**src/rtl/core/rspl_pkg.sv**
```systemverilog
// shared types and constants of the polyline resampler
// no dependencies
package rspl_pkg;

   localparam int COORD_W    = 32;
   localparam int FRAC_BITS  = 12;
   localparam int STEP_W     = 31;
   localparam int TOL_W      = 16;
   localparam int NUM_W      = 16;
   localparam int MAG_W      = 33;
   localparam int LEN_W      = 34;
   localparam int TOT_W      = 35;
   localparam int RAD_W      = 68;
   localparam int ROOT_STEPS = RAD_W / 2;
   localparam int MAX_POINTS = 62;
   localparam int CNT_W      = 6;
   localparam int LO_W       = 18;
   localparam int PROD_W     = 68;
   localparam int QUO_W      = MAG_W;
   localparam int HI_W       = TOT_W - LO_W;

   localparam logic [STEP_W-1:0] STEP_RESET = STEP_W'(1 << FRAC_BITS);
   localparam logic [TOL_W-1:0]  TOL_RESET  = TOL_W'(1);

   typedef enum logic {
      CSR_STEP_INTERVAL = 1'b0,
      CSR_ZERO_TOL      = 1'b1
   } csr_index_type;

   typedef struct packed {
      logic              seg;
      logic [COORD_W-1:0] start_x;
      logic [COORD_W-1:0] start_y;
      logic [NUM_W-1:0]   start_num;
      logic [MAG_W-1:0]   mag_x;
      logic               neg_x;
      logic [MAG_W-1:0]   mag_y;
      logic               neg_y;
      logic [LEN_W-1:0]   len;
      logic [TOT_W-1:0]   s_first;
      logic [STEP_W-1:0]  step;
      logic [CNT_W-1:0]   count;
      logic               ovf;
      logic               fin;
      logic [COORD_W-1:0] fin_x;
      logic [COORD_W-1:0] fin_y;
      logic [NUM_W-1:0]   fin_num;
   } job_type;

endpackage

```
**src/rtl/core/rspl_queue.sv**
```systemverilog
// two-entry job queue between front and back ends
// depends on rspl_pkg
module rspl_queue (
   input  logic              clock,
   input  logic              reset,
   input  rspl_pkg::job_type push_data,
   input  logic              push,
   output logic              full,
   output rspl_pkg::job_type pop_data,
   input  logic              pop,
   output logic              empty
);
   import rspl_pkg::*;

   job_type    entry_ff [2];
   logic       wr_ptr_ff, rd_ptr_ff;
   logic [1:0] fill_ff;

   assign full     = (fill_ff == 2'd2);
   assign empty    = (fill_ff == 2'd0);
   assign pop_data = entry_ff[rd_ptr_ff];

   always_ff @(posedge clock) begin
      if (push && !full) begin
         entry_ff[wr_ptr_ff] <= push_data;
      end
   end

   always_ff @(posedge clock) begin
      if (reset) begin
         wr_ptr_ff <= 1'b0;
         rd_ptr_ff <= 1'b0;
         fill_ff   <= '0;
      end else begin
         if (push && !full) begin
            wr_ptr_ff <= !wr_ptr_ff;
         end
         if (pop && !empty) begin
            rd_ptr_ff <= !rd_ptr_ff;
         end
         fill_ff <= fill_ff + 2'((push && !full) ? 1 : 0) - 2'((pop && !empty) ? 1 : 0);
      end
   end

endmodule

```
**config.mk**
```make
export PLATFORM = sky130hd
export DESIGN_NAME = rspl_queue
export DESIGN_NICKNAME = d
export VERILOG_FILES = /design/src/rtl/core/rspl_pkg.sv /design/src/rtl/core/rspl_queue.sv
export SDC_FILE = /design/constraint.sdc
export NUM_CORES = 1
export LEC_CHECK = 0
export ABC_AREA = 0
export BUFFER_PORTS_ARGS = -buffer_cell sky130_fd_sc_hd__buf_2
export CORE_AREA = 3 3 262 264
export CTS_BUF_LIST = sky130_fd_sc_hd__clkbuf_16
export DETAILED_ROUTE_END_ITERATION = 6
export DIE_AREA = 0 0 265 267
export HOLD_SLACK_MARGIN = 0.12
export PLACE_DENSITY_LB_ADDON = 0.2
export SYNTH_ARGS = -nofsm -noshare
export SYNTH_HDL_FRONTEND = slang
export SYNTH_SLANG_ARGS = --single-unit
```
**constraint.sdc**
```tcl
create_clock -name clock -period 12.5 [get_ports clock]
set_input_delay 0.625 -clock clock [delete_from_list [all_inputs] [get_ports clock]]
set_output_delay 0.625 -clock clock [all_outputs]
set_load 0.02 [all_outputs]
```
==> impl_metrics.yaml, run 1 <==
run_status:
  outcome: "finished, final reports clean"
synthesis:
  ys.flop_type: "edfxtp_1"
  synth-async-reset-ratio_pct: 0
  synth_edf_count: 674
  syn_area_per_cell_um2: 24.37
  synth_nets: 1419
  ys_ff_latch: 679
  ys_seq_area_share_pct: 77.56
  yosysUniqueCellTypes: 21
  yosysWarningCount: 0
  synth.cell_area_um2: 26220
  syn_inst: 1076
floorplanning:
  die-area_um2: 70760
  die_y_um: 267
  initial_core_util_pct: 39.25
  coreArea_um2: 66800
  die_w_um: 265
  core.rowCount: 95
  io_pins: 680
place:
  place_congestion: 0.7821
  placed_cell_area_um2: 30120
  post-place-cells: 2598
  numPortBuffers: 679
  place_hpwl_mm: 43.42
  dpl_worst_slack_ps: 8532
final_layout:
  design_area_um2: 32410
  num-fill-cells: 5707
  drive_above_1_share_pct: 60.67
  post-route-util_pct: 48.51
  final_cells: 2752
  fin_nets: 2143
  area_delta_synth_final_pct: 23.59
global_routing:
  grt_use_met3_pct: 6.794
  grt_usage_pct: 16.97
  grt_first_pass_wirelength_mm: 87.88
  grt-busiest-layer: "met2"
  grt_overflow: 0
  grt_max_degree: 162
  antenna_found_initial: 37
  grt_util_met2_pct: 29.90
  grt_pass1_vias: 13570
  gr-usage-met1_pct: 17.62
setup_path:
  cp_max_fo: 127
  end_kind: "output pin"
  cp_data_arrival_time_ps: 3960
  path_class: "flip-flop to output pin"
  cp.required_ps: 11880
  critPathLaunchType: "flip-flop"
detailed_routing:
  drt_iter0_drc: 826
  dr.pass1.iters: 4
  viasPerCell: 4.665
  postRouteAntennaNets: 0
  vias: 12840
  drc_errors: 0
  routed_wirelength_mm: 62.41
  wl_per_cell_um: 22.68
clock_tree:
  insertion_delay_ps: 620
  clk_pin_slew_worst_paths_ps: 60
  clock_path_buffers: 3
  cts_setup_buffers: 0
  cts.sinks: 679
  cts_tree: "done"
  cts-resized-gates: 0
  cts-htree-levels: 3
  clock-root-buffer: "clkbuf_16"
  numCtsBuffers: 73
  cts_hold_buf: 0
timing:
  setup_ws_ps: 7919
  min_period_ps: 4581
  slew_headroom_pct: 24.51
  fin_skew_ps: 35.60
  final.setup.tns_ps: 0
  finalCritPeriodShare_pct: 36.65
  finalSetupViolCount: 0
  rsz0062_at_grt: "false"
  tightestPinTransition_ps: 1132
  finalHoldViolCount: 0
  slew_viol_final: 0
  fmax_ghz: 0.2183
pwr:
  leakage_nw: 12.69
  power_density_nw_per_um2: 223.8
  vdd_drop_max_mv: 0.1363
hold_path:
  hp-class: "input pin to flip-flop"
flow_run:
  maxCapViolations: 0
-- cells by family (layout without fill, tap and decap cells) --
family | after synthesis | after routing | synth area share (%)
adders and majority gates | 2 | 2 | 0.09541
muxes | 337 | 337 | 19.20
AOI/OAI and AO/OA | 3 | 3 | 0.06677
and+or+nand+nor | 11 | 11 | 0.2195
other | 0 | 23 | 0
buffers and inverters | 42 | 822 | 2.791
xor gates and xnor gates | 2 | 2 | 0.06681
DFF | 679 | 679 | 77.56
-- synth_stat cells, types with 2 or more instances --
master	n	area, um2
mux2_4	330	4955
dfxtp_1	5	100.1
ha_1	2	25.02
edfxtp_1	674	20240
buf_12	33	660.6
mux2_2	7	78.83
nor2_1	4	15.01
buf_6	5	56.30
inv_1	4	15.01
-- placed cells by master (no fill, tap or decap), types with 4 or more instances in the layout --
cell type	Yosys	routed
buf_12	33	4
buf_2	0	679
buf_4	0	4
clkbuf_16	0	74
clkinv_1	0	15
clkinv_2	0	13
dfxtp_1	5	4
diode_2	0	23
edfxtp_1	674	674
inv_1	4	21
mux2_2	7	7
mux2_4	330	330
nor2_1	4	4
-- final cells by class --
class	count	area, um2	area share (%)
Sequential cell	679	20340	62.77
Multi-Input combinational cell	355	5156	15.91
Timing Repair Buffer	687	3508	10.83
Clock buffer	74	1852	5.714
Tap cell	873	1092	3.370
Clock inverter	57	376.6	1.162
Antenna cell	23	57.56	0.1776
Inverter	4	22.52	0.06949
-- sequential cells by signal, indices dropped and copies added (netlist names), named ones only --
| register | cells |
|---|---|
| entry_ff | 674 |
| fill_ff | 2 |
| wr_ptr_ff | 1 |
| rd_ptr_ff | 1 |
-- path summary, 6_finish.rpt --
kind                                    start               end  slack, ps  depth (start not counted)
worst min-delay path            push_data[64]   entry_ff[0][64]        200                          1
worst max-delay path                flip-flop      pop_data[72]       7920                          4
worst max register to register     fill_ff[0]  entry_ff[1][162]       8960                          4
worst min register to register      wr_ptr_ff         wr_ptr_ff        510                          2
-- report_power, final --
part	switching (mW)	internal [mW]	total (mW)
Sequential	0.112	2.91	3.02
Combinational	1.29	0.966	2.26
Clock	0.868	1.11	1.98
Total	2.27	4.98	7.25
-- metal layers --
metal | vias up | part of all wire [%]
li1 | 5792 | -
met1 | 6447 | 35
met2 | 449 | 53
met3 | 133 | 8.5
met4 | 18 | 3.4
met5 | - | 0.21
-- metrics by stage --
step | power (mW) | hold slack [ps]
finish | 7.254 | 195.8
global route | 7.563 | 152.7
CTS | 7.351 | 137.0
detailed placement | 5.355 | 500.4
global placement | 5.334 | 472.2
floorplan | 4.884 | 451.8
-- worst max-delay path, cell delays in order, from the launching register on --
cell and delay, ps:
dfxtp_4 940, buf_4 890, buf_12 740, mux2_4 360, buf_2 160
Note: power is estimated with default switching activity, not from simulation.
==> inputs of run 2 (changes only) <==
ABC_AREA = 1   (was 0)
clock period = 4.45 ns   (was 12.5 ns; I/O delays follow)
==> impl_metrics.yaml, run 2 <==
timing:
  final.setup.tns_ps: 0
  rsz0062_at_grt: "false"
  min_period_ps: 2882
  slew_headroom_pct: 36.13
  fmax_ghz: 0.3469
  finalCritPeriodShare_pct: 64.78
  finalSetupViolCount: 0
  finalHoldViolCount: 0
  whs_ps: 333.8
  tightestPinTransition_ps: 958.1
  setup_ws_ps: 1568
  slew_viol_final: 0
  fin_skew_ps: 18.14
final_layout:
  area_delta_synth_final_pct: 38.22
  num-fill-cells: 5350
  fin_nets: 2514
  top_register: "entry_ff"
  layout_commonest_cell: "buf_2"
  multi_input_area_um2: 5170
  post-route-util_pct: 54.29
  design_area_um2: 36270
  reg_top3: "entry_ff x674, fill_ff x2"
  drive_above_1_share_pct: 51.75
  regArea_um2: 20350
  largest_reg_flops: 674
  final_cells: 3110
  layout_common_cells: "buf_2, edfxtp_1, dlygate4sd3_1"
synthesis:
  ys_ff_latch: 679
  synth_top_area_share_pct: 77.13
  synth_most_common_cell: "edfxtp_1"
  yosys.area.top_type: "edfxtp_1"
  synth_area_leaders: "edfxtp_1, mux2_4, buf_12"
  syn_area_per_cell_um2: 24.12
  synth-async-reset-ratio_pct: 0
  ys_seq_area_share_pct: 77.51
  synth_nets: 1431
  yosysUniqueCellTypes: 12
  ys.flop_type: "edfxtp_1"
  synth_edf_count: 674
  synth.cell_area_um2: 26240
  yosysWarningCount: 0
  syn_inst: 1088
  synth_commonest_cells: "edfxtp_1, mux2_4, buf_12"
detailed_routing:
  dr.pass1.iters: 6
  drt_iter0_drc: 779
  routed_wirelength_mm: 62.67
  postRouteAntennaNets: 0
  vias: 14120
  drc_errors: 0
  wl_per_cell_um: 20.15
  viasPerCell: 4.540
setup_path:
  rr_worst_depth: 5
  r2r-start: "fill_ff[0]"
  worst-r2r-setup-slack_ps: 2150
  worst_r2r_endpoint: "entry_ff[1][279]"
  cp_data_arrival_time_ps: 2660
  cp.required_ps: 4230
  cp_max_fo: 43
  path_class: "flip-flop to output pin"
  critPathLaunchType: "flip-flop"
  end_kind: "output pin"
floorplanning:
  io_pins: 680
  die_y_um: 267
  initial_core_util_pct: 39.28
  die_w_um: 265
  die-area_um2: 70760
  core.rowCount: 95
  coreArea_um2: 66800
clock_tree:
  numCtsBuffers: 75
  cts_setup_buffers: 0
  insertion_delay_ps: 610
  clk_pin_slew_worst_paths_ps: 60
  clock_path_buffers: 3
  cts_tree: "done"
  cts.sinks: 679
  cts-htree-levels: 3
  clock-root-buffer: "clkbuf_16"
run_status:
  outcome: "finished, final reports clean"
global_routing:
  grt_pass1_vias: 15320
  antenna_found_initial: 6
  grt_usage_pct: 17.19
  grt_overflow: 0
  grt_first_pass_wirelength_mm: 91.89
  grt_max_degree: 131
pwr:
  power_density_nw_per_um2: 559.3
  vdd_drop_max_mv: 0.3533
  finalPower_mw: 20.29
  leakage_nw: 14.36
place:
  numPortBuffers: 679
  post-place-cells: 2627
  placed_cell_area_um2: 30390
  place_congestion: 0.7861
  place_hpwl_mm: 42.70
  dpl_worst_slack_ps: 2123
hold_path:
  worstHoldStart: "push_data[195]"
  hp-class: "input pin to flip-flop"
  min_to: "entry_ff[0][195]"
  whs_path_depth: 2
flow_run:
  maxCapViolations: 0
-- run 2: layer usage --
| layer | GRT usage (%) | up-vias | routed length (um) |
|---|---|---|---|
| met1 | 19.07 | 7062 | 22860 |
| met4 | 6.959 | 0 | 2028 |
| met2 | 31.07 | 429 | 33590 |
| li1 | - | 6518 | - |
| met5 | 0 | - | 0 |
| met3 | 4.969 | 110 | 4197 |
-- run 2: cell families after synthesis --
kind of cell             Yosys count  share of synthesized area (%)
buffers and inverters             48                          2.875
adder cells (fa/ha/maj)            2                        0.09535
AO/OA/AOI/OAI                      2                        0.03815
flip-flops                       679                          77.51
AND/OR/NAND/NOR                   20                         0.3004
multiplexers                     337                          19.18
-- run 2: area by class of cell --
class                           count  area share, %
Antenna cell                        7        0.04830
Clock inverter                     60          1.549
Tap cell                          873          3.012
Multi-Input combinational cell    361          14.25
Inverter                           10         0.1138
Clock buffer                       76          5.244
Sequential cell                   679          56.10
Timing Repair Buffer             1044          19.68
-- run 2: critical path, cell delays in order, from the launching register on --
cell and delay (ps):
dfxtp_4 970, buf_4 530, mux2_4 340, buf_2 160
-- run 2: power breakdown --
part | total (mW) | switching (mW) | internal, mW | leakage [nW]
clock | 6.06 | 2.46 | 3.60 | 1.25
sequential | 8.40 | 0.284 | 8.11 | 6.34
combinational | 5.82 | 3.26 | 2.56 | 6.76
-- run 2: how the worst max path moves through the flow --
stage | to | slack [ps] | cells after the start
CTS | pop_data[287] | 1450 | 3
global route | pop_data[264] | 1410 | 3
global placement | pop_data[264] | 2180 | 3
detailed placement | pop_data[287] | 2120 | 3
finish | pop_data[215] | 1570 | 3
floorplan | entry_ff[1][0] | -1510 | 4
-- run 2: repair_timing --
action,4_1_cts,5_1_grt
endpoints found under the hold margin,679,0
hold buffers,340,0
endpoints found under the setup margin,0,0
resized for setup,0,0
