File: config.mk
export PLATFORM = sky130hd
export DESIGN_NAME = rspl_front_flat
export DESIGN_NICKNAME = d
export VERILOG_FILES = /design/src/rtl/core/rspl_pkg.sv /design/src/rtl/core/rspl_vertex_if.sv /design/src/rtl/core/rspl_front.sv /design/src/flat_wrapper.sv
export SDC_FILE = /design/constraint.sdc
export NUM_CORES = 2
export LEC_CHECK = 0
export ABC_AREA = 1
export BUFFER_PORTS_ARGS = -buffer_cell sky130_fd_sc_hd__buf_2
export CAP_MARGIN = 20
export CORE_ASPECT_RATIO = 1.75
export CORE_UTILIZATION = 42
export CTS_BUF_LIST = sky130_fd_sc_hd__clkbuf_4 sky130_fd_sc_hd__clkbuf_8
export CTS_CLUSTER_DIAMETER = 200
export CTS_CLUSTER_SIZE = 14
export DETAILED_ROUTE_END_ITERATION = 7
export GPL_ROUTABILITY_DRIVEN = 0
export SLEW_MARGIN = 20
export SYNTH_ARGS = -nofsm -noshare
export SYNTH_HDL_FRONTEND = slang
export SYNTH_SLANG_ARGS = --single-unit
File: constraint.sdc
create_clock -name clock -period 18.2 [get_ports clock]
set_input_delay 2.73 -clock clock [delete_from_list [all_inputs] [get_ports clock]]
set_output_delay 2.73 -clock clock [all_outputs]
set_load 0.05 [all_outputs]
File: src/rtl/core/rspl_pkg.sv
// shared types and constants of the polyline resampler
// no dependencies
package rspl_pkg;

   localparam int COORD_W    = 32;
   localparam int FRAC_BITS  = 12;
   localparam int STEP_W     = 31;
   localparam int TOL_W      = 16;
   localparam int NUM_W      = 16;
   localparam int MAG_W      = 33;
   localparam int LEN_W      = 34;
   localparam int TOT_W      = 35;
   localparam int RAD_W      = 68;
   localparam int ROOT_STEPS = RAD_W / 2;
   localparam int MAX_POINTS = 62;
   localparam int CNT_W      = 6;
   localparam int LO_W       = 18;
   localparam int PROD_W     = 68;
   localparam int QUO_W      = MAG_W;
   localparam int HI_W       = TOT_W - LO_W;

   localparam logic [STEP_W-1:0] STEP_RESET = STEP_W'(1 << FRAC_BITS);
   localparam logic [TOL_W-1:0]  TOL_RESET  = TOL_W'(1);

   typedef enum logic {
      CSR_STEP_INTERVAL = 1'b0,
      CSR_ZERO_TOL      = 1'b1
   } csr_index_type;

   typedef struct packed {
      logic              seg;
      logic [COORD_W-1:0] start_x;
      logic [COORD_W-1:0] start_y;
      logic [NUM_W-1:0]   start_num;
      logic [MAG_W-1:0]   mag_x;
      logic               neg_x;
      logic [MAG_W-1:0]   mag_y;
      logic               neg_y;
      logic [LEN_W-1:0]   len;
      logic [TOT_W-1:0]   s_first;
      logic [STEP_W-1:0]  step;
      logic [CNT_W-1:0]   count;
      logic               ovf;
      logic               fin;
      logic [COORD_W-1:0] fin_x;
      logic [COORD_W-1:0] fin_y;
      logic [NUM_W-1:0]   fin_num;
   } job_type;

endpackage

File: src/rtl/core/rspl_vertex_if.sv
// vertex channel: valid, ready and one polyline vertex
// depends on rspl_pkg
interface rspl_vertex_if;
   logic                                valid;
   logic                                ready;
   logic signed [rspl_pkg::COORD_W-1:0] x_coord;
   logic signed [rspl_pkg::COORD_W-1:0] y_coord;
   logic signed [rspl_pkg::COORD_W-1:0] z_coord;
   logic                                final_vertex;

   modport source (output valid, x_coord, y_coord, z_coord, final_vertex, input ready);
   modport sink   (input valid, x_coord, y_coord, z_coord, final_vertex, output ready);
endinterface

File: src/rtl/core/rspl_front.sv
// front end: takes vertices, computes segment length, residue and point count
// depends on rspl_pkg and rspl_vertex_if
module rspl_front (
   input  logic                          clock,
   input  logic                          reset,
   input  logic                          csr_write_enable,
   input  logic                          csr_index,
   input  logic [rspl_pkg::STEP_W-1:0]   csr_write_data,
   rspl_vertex_if.sink                   req,
   output rspl_pkg::job_type             job_in,
   output logic                          job_push,
   input  logic                          job_full
);
   import rspl_pkg::*;

   typedef enum logic [2:0] {
      F_IDLE, F_SQUARE, F_ROOT, F_CHECK, F_MOD, F_DIV, F_PUSH
   } state_type;

   state_type           state_ff;
   logic [STEP_W-1:0]   step_ff;
   logic [TOL_W-1:0]    tol_ff;
   logic [COORD_W-1:0]  prev_x_ff, prev_y_ff, prev_z_ff;
   logic [STEP_W-1:0]   residue_ff;
   logic [NUM_W-1:0]    counter_ff;
   logic                have_prev_ff;
   logic [COORD_W-1:0]  cur_x_ff, cur_y_ff, cur_z_ff;
   logic                last_ff;
   logic [MAG_W-1:0]    mag_x_ff, mag_y_ff, mag_z_ff;
   logic                neg_x_ff, neg_y_ff;
   logic [1:0]          sq_idx_ff;
   logic [RAD_W-1:0]    rad_ff;
   logic [LEN_W-1:0]    root_ff;
   logic [LEN_W+2:0]    rrem_ff;
   logic [5:0]          iter_ff;
   logic                seg_ff;
   logic [STEP_W-1:0]   step_eff_ff;
   logic [TOT_W-1:0]    dnum_ff;
   logic [STEP_W:0]     drem_ff;
   logic [STEP_W-1:0]   res_ff;
   job_type             job_ff;

   logic [MAG_W-1:0]    dx, dy, dz;
   logic [MAG_W-1:0]    sq_sel;
   logic [2*MAG_W-1:0]  sq;
   logic [LEN_W+2:0]    rtrial, rshift;
   logic                rge;
   logic [STEP_W:0]     dshift;
   logic                dge;
   logic [TOT_W-1:0]    n_q, avail;
   logic                j0;
   logic                ovf;

   assign dx = {req.x_coord[COORD_W-1], req.x_coord} - {prev_x_ff[COORD_W-1], prev_x_ff};
   assign dy = {req.y_coord[COORD_W-1], req.y_coord} - {prev_y_ff[COORD_W-1], prev_y_ff};
   assign dz = {req.z_coord[COORD_W-1], req.z_coord} - {prev_z_ff[COORD_W-1], prev_z_ff};

   always_comb begin
      unique case (sq_idx_ff)
         2'd0:    sq_sel = mag_x_ff;
         2'd1:    sq_sel = mag_y_ff;
         default: sq_sel = mag_z_ff;
      endcase
   end
   assign sq = sq_sel * sq_sel;

   assign rshift = {rrem_ff[LEN_W:0], rad_ff[RAD_W-1 -: 2]};
   assign rtrial = {1'b0, root_ff, 2'b01};
   assign rge    = rshift >= rtrial;

   assign dshift = {drem_ff[STEP_W-1:0], dnum_ff[TOT_W-1]};
   assign dge    = dshift >= {1'b0, step_eff_ff};

   assign n_q   = {dnum_ff[TOT_W-2:0], dge};
   assign j0    = (res_ff == '0);
   assign avail = (n_q > TOT_W'(j0)) ? n_q - TOT_W'(j0) : '0;
   assign ovf   = avail > TOT_W'(MAX_POINTS);

   assign req.ready = (state_ff == F_IDLE);
   assign job_in    = job_ff;
   assign job_push  = (state_ff == F_PUSH) && !job_full && (job_ff.seg || job_ff.fin);

   always_ff @(posedge clock) begin
      if (reset) begin
         state_ff     <= F_IDLE;
         step_ff      <= STEP_RESET;
         tol_ff       <= TOL_RESET;
         prev_x_ff    <= '0;
         prev_y_ff    <= '0;
         prev_z_ff    <= '0;
         residue_ff   <= '0;
         counter_ff   <= '0;
         have_prev_ff <= 1'b0;
      end else begin
         if (csr_write_enable) begin
            unique case (csr_index_type'(csr_index))
               CSR_STEP_INTERVAL: step_ff <= csr_write_data;
               CSR_ZERO_TOL:      tol_ff  <= csr_write_data[TOL_W-1:0];
            endcase
         end
         unique case (state_ff)
            F_IDLE: begin
               if (req.valid) begin
                  cur_x_ff    <= req.x_coord;
                  cur_y_ff    <= req.y_coord;
                  cur_z_ff    <= req.z_coord;
                  last_ff     <= req.final_vertex;
                  neg_x_ff    <= dx[MAG_W-1];
                  neg_y_ff    <= dy[MAG_W-1];
                  mag_x_ff    <= dx[MAG_W-1] ? -dx : dx;
                  mag_y_ff    <= dy[MAG_W-1] ? -dy : dy;
                  mag_z_ff    <= dz[MAG_W-1] ? -dz : dz;
                  sq_idx_ff   <= 2'd0;
                  rad_ff      <= '0;
                  seg_ff      <= 1'b0;
                  step_eff_ff <= (step_ff == '0) ? STEP_W'(1) : step_ff;
                  state_ff    <= have_prev_ff ? F_SQUARE : F_CHECK;
               end
            end
            F_SQUARE: begin
               rad_ff    <= rad_ff + RAD_W'(sq);
               sq_idx_ff <= sq_idx_ff + 2'd1;
               if (sq_idx_ff == 2'd2) begin
                  root_ff  <= '0;
                  rrem_ff  <= '0;
                  iter_ff  <= 6'(ROOT_STEPS - 1);
                  state_ff <= F_ROOT;
               end
            end
            F_ROOT: begin
               rad_ff  <= {rad_ff[RAD_W-3:0], 2'b00};
               root_ff <= {root_ff[LEN_W-2:0], rge};
               rrem_ff <= rge ? rshift - rtrial : rshift;
               iter_ff <= iter_ff - 6'd1;
               if (iter_ff == '0) begin
                  seg_ff   <= have_prev_ff;
                  state_ff <= F_CHECK;
               end
            end
            F_CHECK: begin
               if (seg_ff && (root_ff > LEN_W'(tol_ff))) begin
                  dnum_ff  <= TOT_W'(residue_ff);
                  drem_ff  <= '0;
                  iter_ff  <= 6'(TOT_W - 1);
                  state_ff <= F_MOD;
               end else begin
                  seg_ff   <= 1'b0;
                  state_ff <= F_PUSH;
               end
               job_ff.seg       <= 1'b0;
               job_ff.start_x   <= prev_x_ff;
               job_ff.start_y   <= prev_y_ff;
               job_ff.start_num <= counter_ff - NUM_W'(1);
               job_ff.mag_x     <= mag_x_ff;
               job_ff.neg_x     <= neg_x_ff;
               job_ff.mag_y     <= mag_y_ff;
               job_ff.neg_y     <= neg_y_ff;
               job_ff.len       <= root_ff;
               job_ff.step      <= step_eff_ff;
               job_ff.count     <= '0;
               job_ff.ovf       <= 1'b0;
               job_ff.s_first   <= '0;
               job_ff.fin       <= last_ff;
               job_ff.fin_x     <= cur_x_ff;
               job_ff.fin_y     <= cur_y_ff;
               job_ff.fin_num   <= counter_ff;
            end
            F_MOD: begin
               dnum_ff <= {dnum_ff[TOT_W-2:0], dge};
               drem_ff <= dge ? dshift - {1'b0, step_eff_ff} : dshift;
               iter_ff <= iter_ff - 6'd1;
               if (iter_ff == '0) begin
                  res_ff   <= dge ? STEP_W'(dshift - {1'b0, step_eff_ff})
                                  : STEP_W'(dshift);
                  dnum_ff  <= TOT_W'(root_ff) +
                              TOT_W'(dge ? STEP_W'(dshift - {1'b0, step_eff_ff})
                                         : STEP_W'(dshift));
                  drem_ff  <= '0;
                  iter_ff  <= 6'(TOT_W - 1);
                  state_ff <= F_DIV;
               end
            end
            F_DIV: begin
               dnum_ff <= {dnum_ff[TOT_W-2:0], dge};
               drem_ff <= dge ? dshift - {1'b0, step_eff_ff} : dshift;
               iter_ff <= iter_ff - 6'd1;
               if (iter_ff == '0) begin
                  job_ff.seg     <= 1'b1;
                  job_ff.ovf     <= ovf;
                  job_ff.count   <= ovf ? CNT_W'(MAX_POINTS) : avail[CNT_W-1:0];
                  job_ff.s_first <= TOT_W'(step_eff_ff) - TOT_W'(res_ff) +
                                    (j0 ? TOT_W'(step_eff_ff) : '0);
                  state_ff       <= F_PUSH;
               end
            end
            F_PUSH: begin
               if (!job_full || !(job_ff.seg || job_ff.fin)) begin
                  if (last_ff) begin
                     prev_x_ff    <= '0;
                     prev_y_ff    <= '0;
                     prev_z_ff    <= '0;
                     residue_ff   <= '0;
                     counter_ff   <= '0;
                     have_prev_ff <= 1'b0;
                  end else begin
                     prev_x_ff    <= cur_x_ff;
                     prev_y_ff    <= cur_y_ff;
                     prev_z_ff    <= cur_z_ff;
                     counter_ff   <= counter_ff + NUM_W'(1);
                     have_prev_ff <= 1'b1;
                     if (seg_ff) begin
                        residue_ff <= drem_ff[STEP_W-1:0];
                     end
                  end
                  state_ff <= F_IDLE;
               end
            end
            default: state_ff <= F_IDLE;
         endcase
      end
   end

endmodule

File: src/flat_wrapper.sv
// flat-port wrapper written by rule: the top's interface ports become plain ports
module rspl_front_flat import rspl_pkg::*;
  (clock, reset, csr_write_enable, csr_index, csr_write_data, job_in, job_push, job_full, req_valid, req_x_coord, req_y_coord, req_z_coord, req_final_vertex, req_ready);
  rspl_vertex_if req_i ();
  input  logic clock;
  input  logic reset;
  input  logic csr_write_enable;
  input  logic csr_index;
  input  logic [rspl_pkg::STEP_W-1:0] csr_write_data;
  output rspl_pkg::job_type job_in;
  output logic job_push;
  input  logic job_full;
  input wire logic [$bits(req_i.valid)-1:0] req_valid;
  input wire logic [$bits(req_i.x_coord)-1:0] req_x_coord;
  input wire logic [$bits(req_i.y_coord)-1:0] req_y_coord;
  input wire logic [$bits(req_i.z_coord)-1:0] req_z_coord;
  input wire logic [$bits(req_i.final_vertex)-1:0] req_final_vertex;
  output wire logic [$bits(req_i.ready)-1:0] req_ready;
  assign req_i.valid = req_valid;
  assign req_i.x_coord = req_x_coord;
  assign req_i.y_coord = req_y_coord;
  assign req_i.z_coord = req_z_coord;
  assign req_i.final_vertex = req_final_vertex;
  assign req_ready = req_i.ready;
  rspl_front u_core (.clock(clock), .reset(reset), .csr_write_enable(csr_write_enable), .csr_index(csr_index), .csr_write_data(csr_write_data), .req(req_i), .job_in(job_in), .job_push(job_push), .job_full(job_full));
endmodule
==> results.rst <==
.. list-table::
   :header-rows: 1

   * - Metric
     - Value
   * - Run status
     - completed
   * - Number of vias in the routed layout
     - 75,260
   * - DIE WIDTH
     - roughly 350 um
   * - Vias in the first global route
     - 78,870
   * - Compound-Gate Fraction of Synth Area
     - under 10%
   * - Number of flops mapped to enable cells by yosys
     - around 810
   * - Minimum setup slack in the final design
     - approximately 8.1 ns
   * - Deepest level of the CTS H-tree
     - 3
   * - Count of buffering cells on the critical path with inverters included
     - 14
   * - Pre-CTS WS
     - 7.767 ns
   * - Worst Setup End Kind
     - flop
   * - I/O pin cnt
     - roughly 470
   * - Final Cycle Share
     - a little under three fifths
   * - Worst Path Arrival
     - roughly 11 ns
   * - Number of detailed-routing iterations run before antenna repair
     - 6
   * - Cells after synthesis
     - between 10,000 and 15,000
   * - Mean Syn Cell Area
     - 8.260 sq um
   * - Top_reg_cell synth
     - edfxtp_1
   * - Detailed-route wire length per cell
     - about 21 um
   * - Synth warn
     - 0
   * - Residual overflow from global routing
     - 0
   * - Kind of start point of the critical path
     - flop
   * - Row count
     - approximately 230
   * - Fraction of registers with async set/reset
     - 0%
   * - Unrepaired setup endpoints after global routing
     - false
   * - Post-synthesis share of cell area spent on and, or, nand and nor gates
     - 18.50%
   * - Final sum of negative setup slack
     - 0 ns
   * - Worst skew pair latency
     - about 0.87 ns
   * - Mux contribution to synthesized area
     - 0.01234%
   * - Worst min-delay path startpoint
     - u_core.cur_x_ff[2]
   * - Initial core utilization
     - between 40% and 50%
   * - Netlist Area Pre-Place
     - 0.09124 sq mm
   * - # nets final
     - 13,020
   * - Area growth, synth to finish
     - 7.850%
   * - Slew @ Worst Pin
     - approximately 1.1 ns
   * - Tot GR Track Use
     - around 27%
   * - Detailed Place HPWL
     - about 240,000 um
   * - Number of max-cap violations
     - 0
   * - Clock buffer count from CTS
     - around 80
   * - Part of the Yosys area used for sequential elements
     - 30.88%
   * - CTS max path bufs
     - 3
   * - Total met3 wirelength after detailed routing
     - 20,150 um
   * - Delay of the slowest cell on the worst path
     - 0.60 ns
   * - Quantity of gates resized following cts
     - 0
   * - Largest family of logic cells by synthesized area
     - adder cells
   * - Final Setup Violations
     - 0
   * - Wire length on met1
     - around 100,000 um
   * - Root cell of the clock tree
     - clkbuf_8
   * - Post-synthesis share of cell area spent on full adders, half adders and majority gates
     - around 28%
   * - Relative slew margins
     - 23.71%
   * - Largest net degree at the start of global routing
     - 170
   * - Number of different library cells in the post-synthesis netlist
     - 66
   * - Post-synth net total
     - 12,670
   * - Top cell by count, worst path
     - inv_1
   * - Starting DRT DRC Count
     - 5,325
   * - CP max-delay cell
     - clkinv_1
   * - Largest driver fanout on the critical path
     - 34
   * - Die Outline Area
     - 0.2192 sq mm
   * - Layout cells sized above 1
     - 7.544%
   * - Worst min-delay path category
     - reg -> reg
   * - Dominant delay contributor by cell family on the critical path
     - adder cells
   * - Final hold vios
     - 0
   * - Top routing layer in use
     - met5
   * - Required @ worst endpoint
     - between 15 and 20 ns
   * - Final Critical Period
     - just over 10 ns
   * - Reg-to-reg startpoint
     - u_core.sq_idx_ff[0]
   * - Setup skew after layout
     - 0.07702 ns
   * - # hold bufs at CTS
     - 0
   * - # clock sinks
     - 1,003
   * - Crit path from
     - u_core.sq_idx_ff[0]
   * - Max Slew Vio Count
     - 0
   * - Core Box Area
     - ~0.22 sq mm
   * - Clock tree from TritonCTS
     - yes
   * - Flops & latches, synth
     - ~1,000
   * - Met2 WL post-DR
     - roughly 160,000 um
   * - Fmax
     - 98.66 MHz
   * - Post-Synth XOR/XNOR Area
     - ~2.2%
   * - Clock transition at path regs
     - around 0.12 ns
   * - Number of I/O port buffers
     - 472
   * - Post-CTS setup-driven buffer insertion count
     - 0
   * - Wire length of the first global-routing pass
     - ~450,000 um
   * - Via density
     - around 5.3
   * - Routed Wire Length
     - between 300,000 and 400,000 um
   * - Die Span Y
     - between 600 and 700 um
   * - Number of remaining DRC errors
     - 0
   * - Number of antenna violations at the first check in global routing
     - 17
   * - Final-layout worst hold slack
     - roughly 0.44 ns
   * - Antenna Nets Post-Route
     - 0
   * - Critical setup path kind
     - reg -> reg
==> layout by cell type, fill, tap and decap left out, types with 22 or more instances in the layout <==
cell / synthesis / final
nor3_1: 79 / 79
edfxtp_1: 809 / 809
a21oi_1: 616 / 613
o21bai_1: 45 / 45
xnor2_1: 77 / 77
inv_1: 2575 / 2565
inv_2: 20 / 25
xor2_1: 142 / 142
or2_2: 27 / 27
clkbuf_8: 0 / 85
dfxtp_1: 194 / 194
clkbuf_4: 0 / 60
o211ai_1: 27 / 27
nand3_1: 365 / 364
a21boi_0: 22 / 22
buf_2: 44 / 471
nand4_1: 79 / 79
ha_1: 547 / 547
o21a_1: 27 / 27
nand2_1: 2503 / 2501
nand2_2: 34 / 34
fa_1: 945 / 945
o21ai_0: 422 / 422
nor2_2: 20 / 23
buf_4: 6 / 68
a31oi_1: 38 / 38
a21o_1: 35 / 35
nor2_1: 870 / 863
nor4_1: 25 / 25
nand3b_1: 38 / 38
==> area by class of cell <==
type                       count  area (sq um)
inverter                    2597          9748
clock buffer                 145          1620
clock inverter                 7         85.08
antenna                        7         17.52
timing repair buffer         541          2899
fill                       21150        117900
multi-input combinational   7173         52280
sequential                  1003         28180
tap                         2850          3566
==> worst paths after layout <==
kind	slack (ns)	end	cells past startpoint
worst max-delay path	8.06	u_core.rad_ff[43]	35
worst max register to register	8.06	u_core.rad_ff[43]	35
worst min register to register	0.44	u_core.job_in[50]	0
worst min-delay path	0.44	u_core.job_in[50]	0
==> layer usage <==
layer / up-vias / global-route usage (%)
met4: 12 / 18.32
met5: - / 0
met2: 2892 / 50.71
met1: 36360 / 27.93
li1: 34940 / -
met3: 1053 / 4.498
==> per-stage QoR <==
step	utilization [%]	cells	area [sq um]
2_1_floorplan	-	11050	91240
3_3_place_gp	44.69	14160	96670
3_5_place_dp	44.69	14160	96670
4_1_cts	45.48	14320	98380
5_1_grt	45.48	14320	98390
6_report	45.49	14320	98400
==> logic make-up (layout without fill, tap and decap cells) <==
kind of cell / count (synthesis) / in the layout
other: 0 / 7
multiplexers: 1 / 1
AO/OA/AOI/OAI: 1358 / 1358
buffers and inverters: 2869 / 3290
flip-flops: 1003 / 1003
XOR/XNOR: 222 / 222
AND/OR/NAND/NOR: 4100 / 4100
adder cells (fa/ha/maj): 1492 / 1492
==> Yosys cell counts (all sizes together) (4+ instances only) <==
master | number | area share (%)
or2 | 30 | 0.21
a21o | 35 | 0.29
dfxtp | 194 | 4.3
nand4 | 79 | 0.54
a31oi | 38 | 0.26
and2 | 11 | 0.075
nor3 | 87 | 0.52
o21ai | 439 | 2.4
o21bai | 45 | 0.37
o221ai | 17 | 0.16
xor2 | 145 | 1.4
xnor2 | 77 | 0.74
a21boi | 23 | 0.19
o211ai | 27 | 0.22
a22o | 21 | 0.20
buf | 62 | 0.36
o2111ai | 4 | 0.038
a21oi | 621 | 3.4
a22oi | 16 | 0.13
a211oi | 6 | 0.049
a221oi | 7 | 0.067
o21a | 27 | 0.22
inv | 2595 | 11
edfxtp | 809 | 27
clkbuf | 210 | 0.86
o31ai | 4 | 0.033
nor4 | 26 | 0.19
o22ai | 18 | 0.12
nand2 | 2540 | 11
nand3b | 40 | 0.34
fa | 945 | 21
nand3 | 380 | 2.2
nor2 | 901 | 3.9
ha | 547 | 7.5
==> state kept, by name (all words and copies together), names as in the netlist, 32 cells and up <==
register	count
u_core.cur_x_ff	32
u_core.cur_y_ff	32
u_core.cur_z_ff	32
u_core.dnum_ff	35
u_core.job_in	337
u_core.mag_x_ff	33
u_core.mag_y_ff	33
u_core.mag_z_ff	33
u_core.prev_x_ff	32
u_core.prev_y_ff	32
u_core.prev_z_ff	32
u_core.rad_ff	68
u_core.root_ff	34
u_core.rrem_ff	35
==> worst reg2reg max path: cells and delay by family (launching register included) <==
kind	cells	cell delay [ns]
compound gates	3	1.28
fa+ha+maj	10	4.64
buf+inv	14	2.39
flops	1	0.43
simple gates	8	1.17
Power is left out: the tool's default activity adds up to more than one toggle a clock period on the data nets, which glitch-free logic cannot reach.
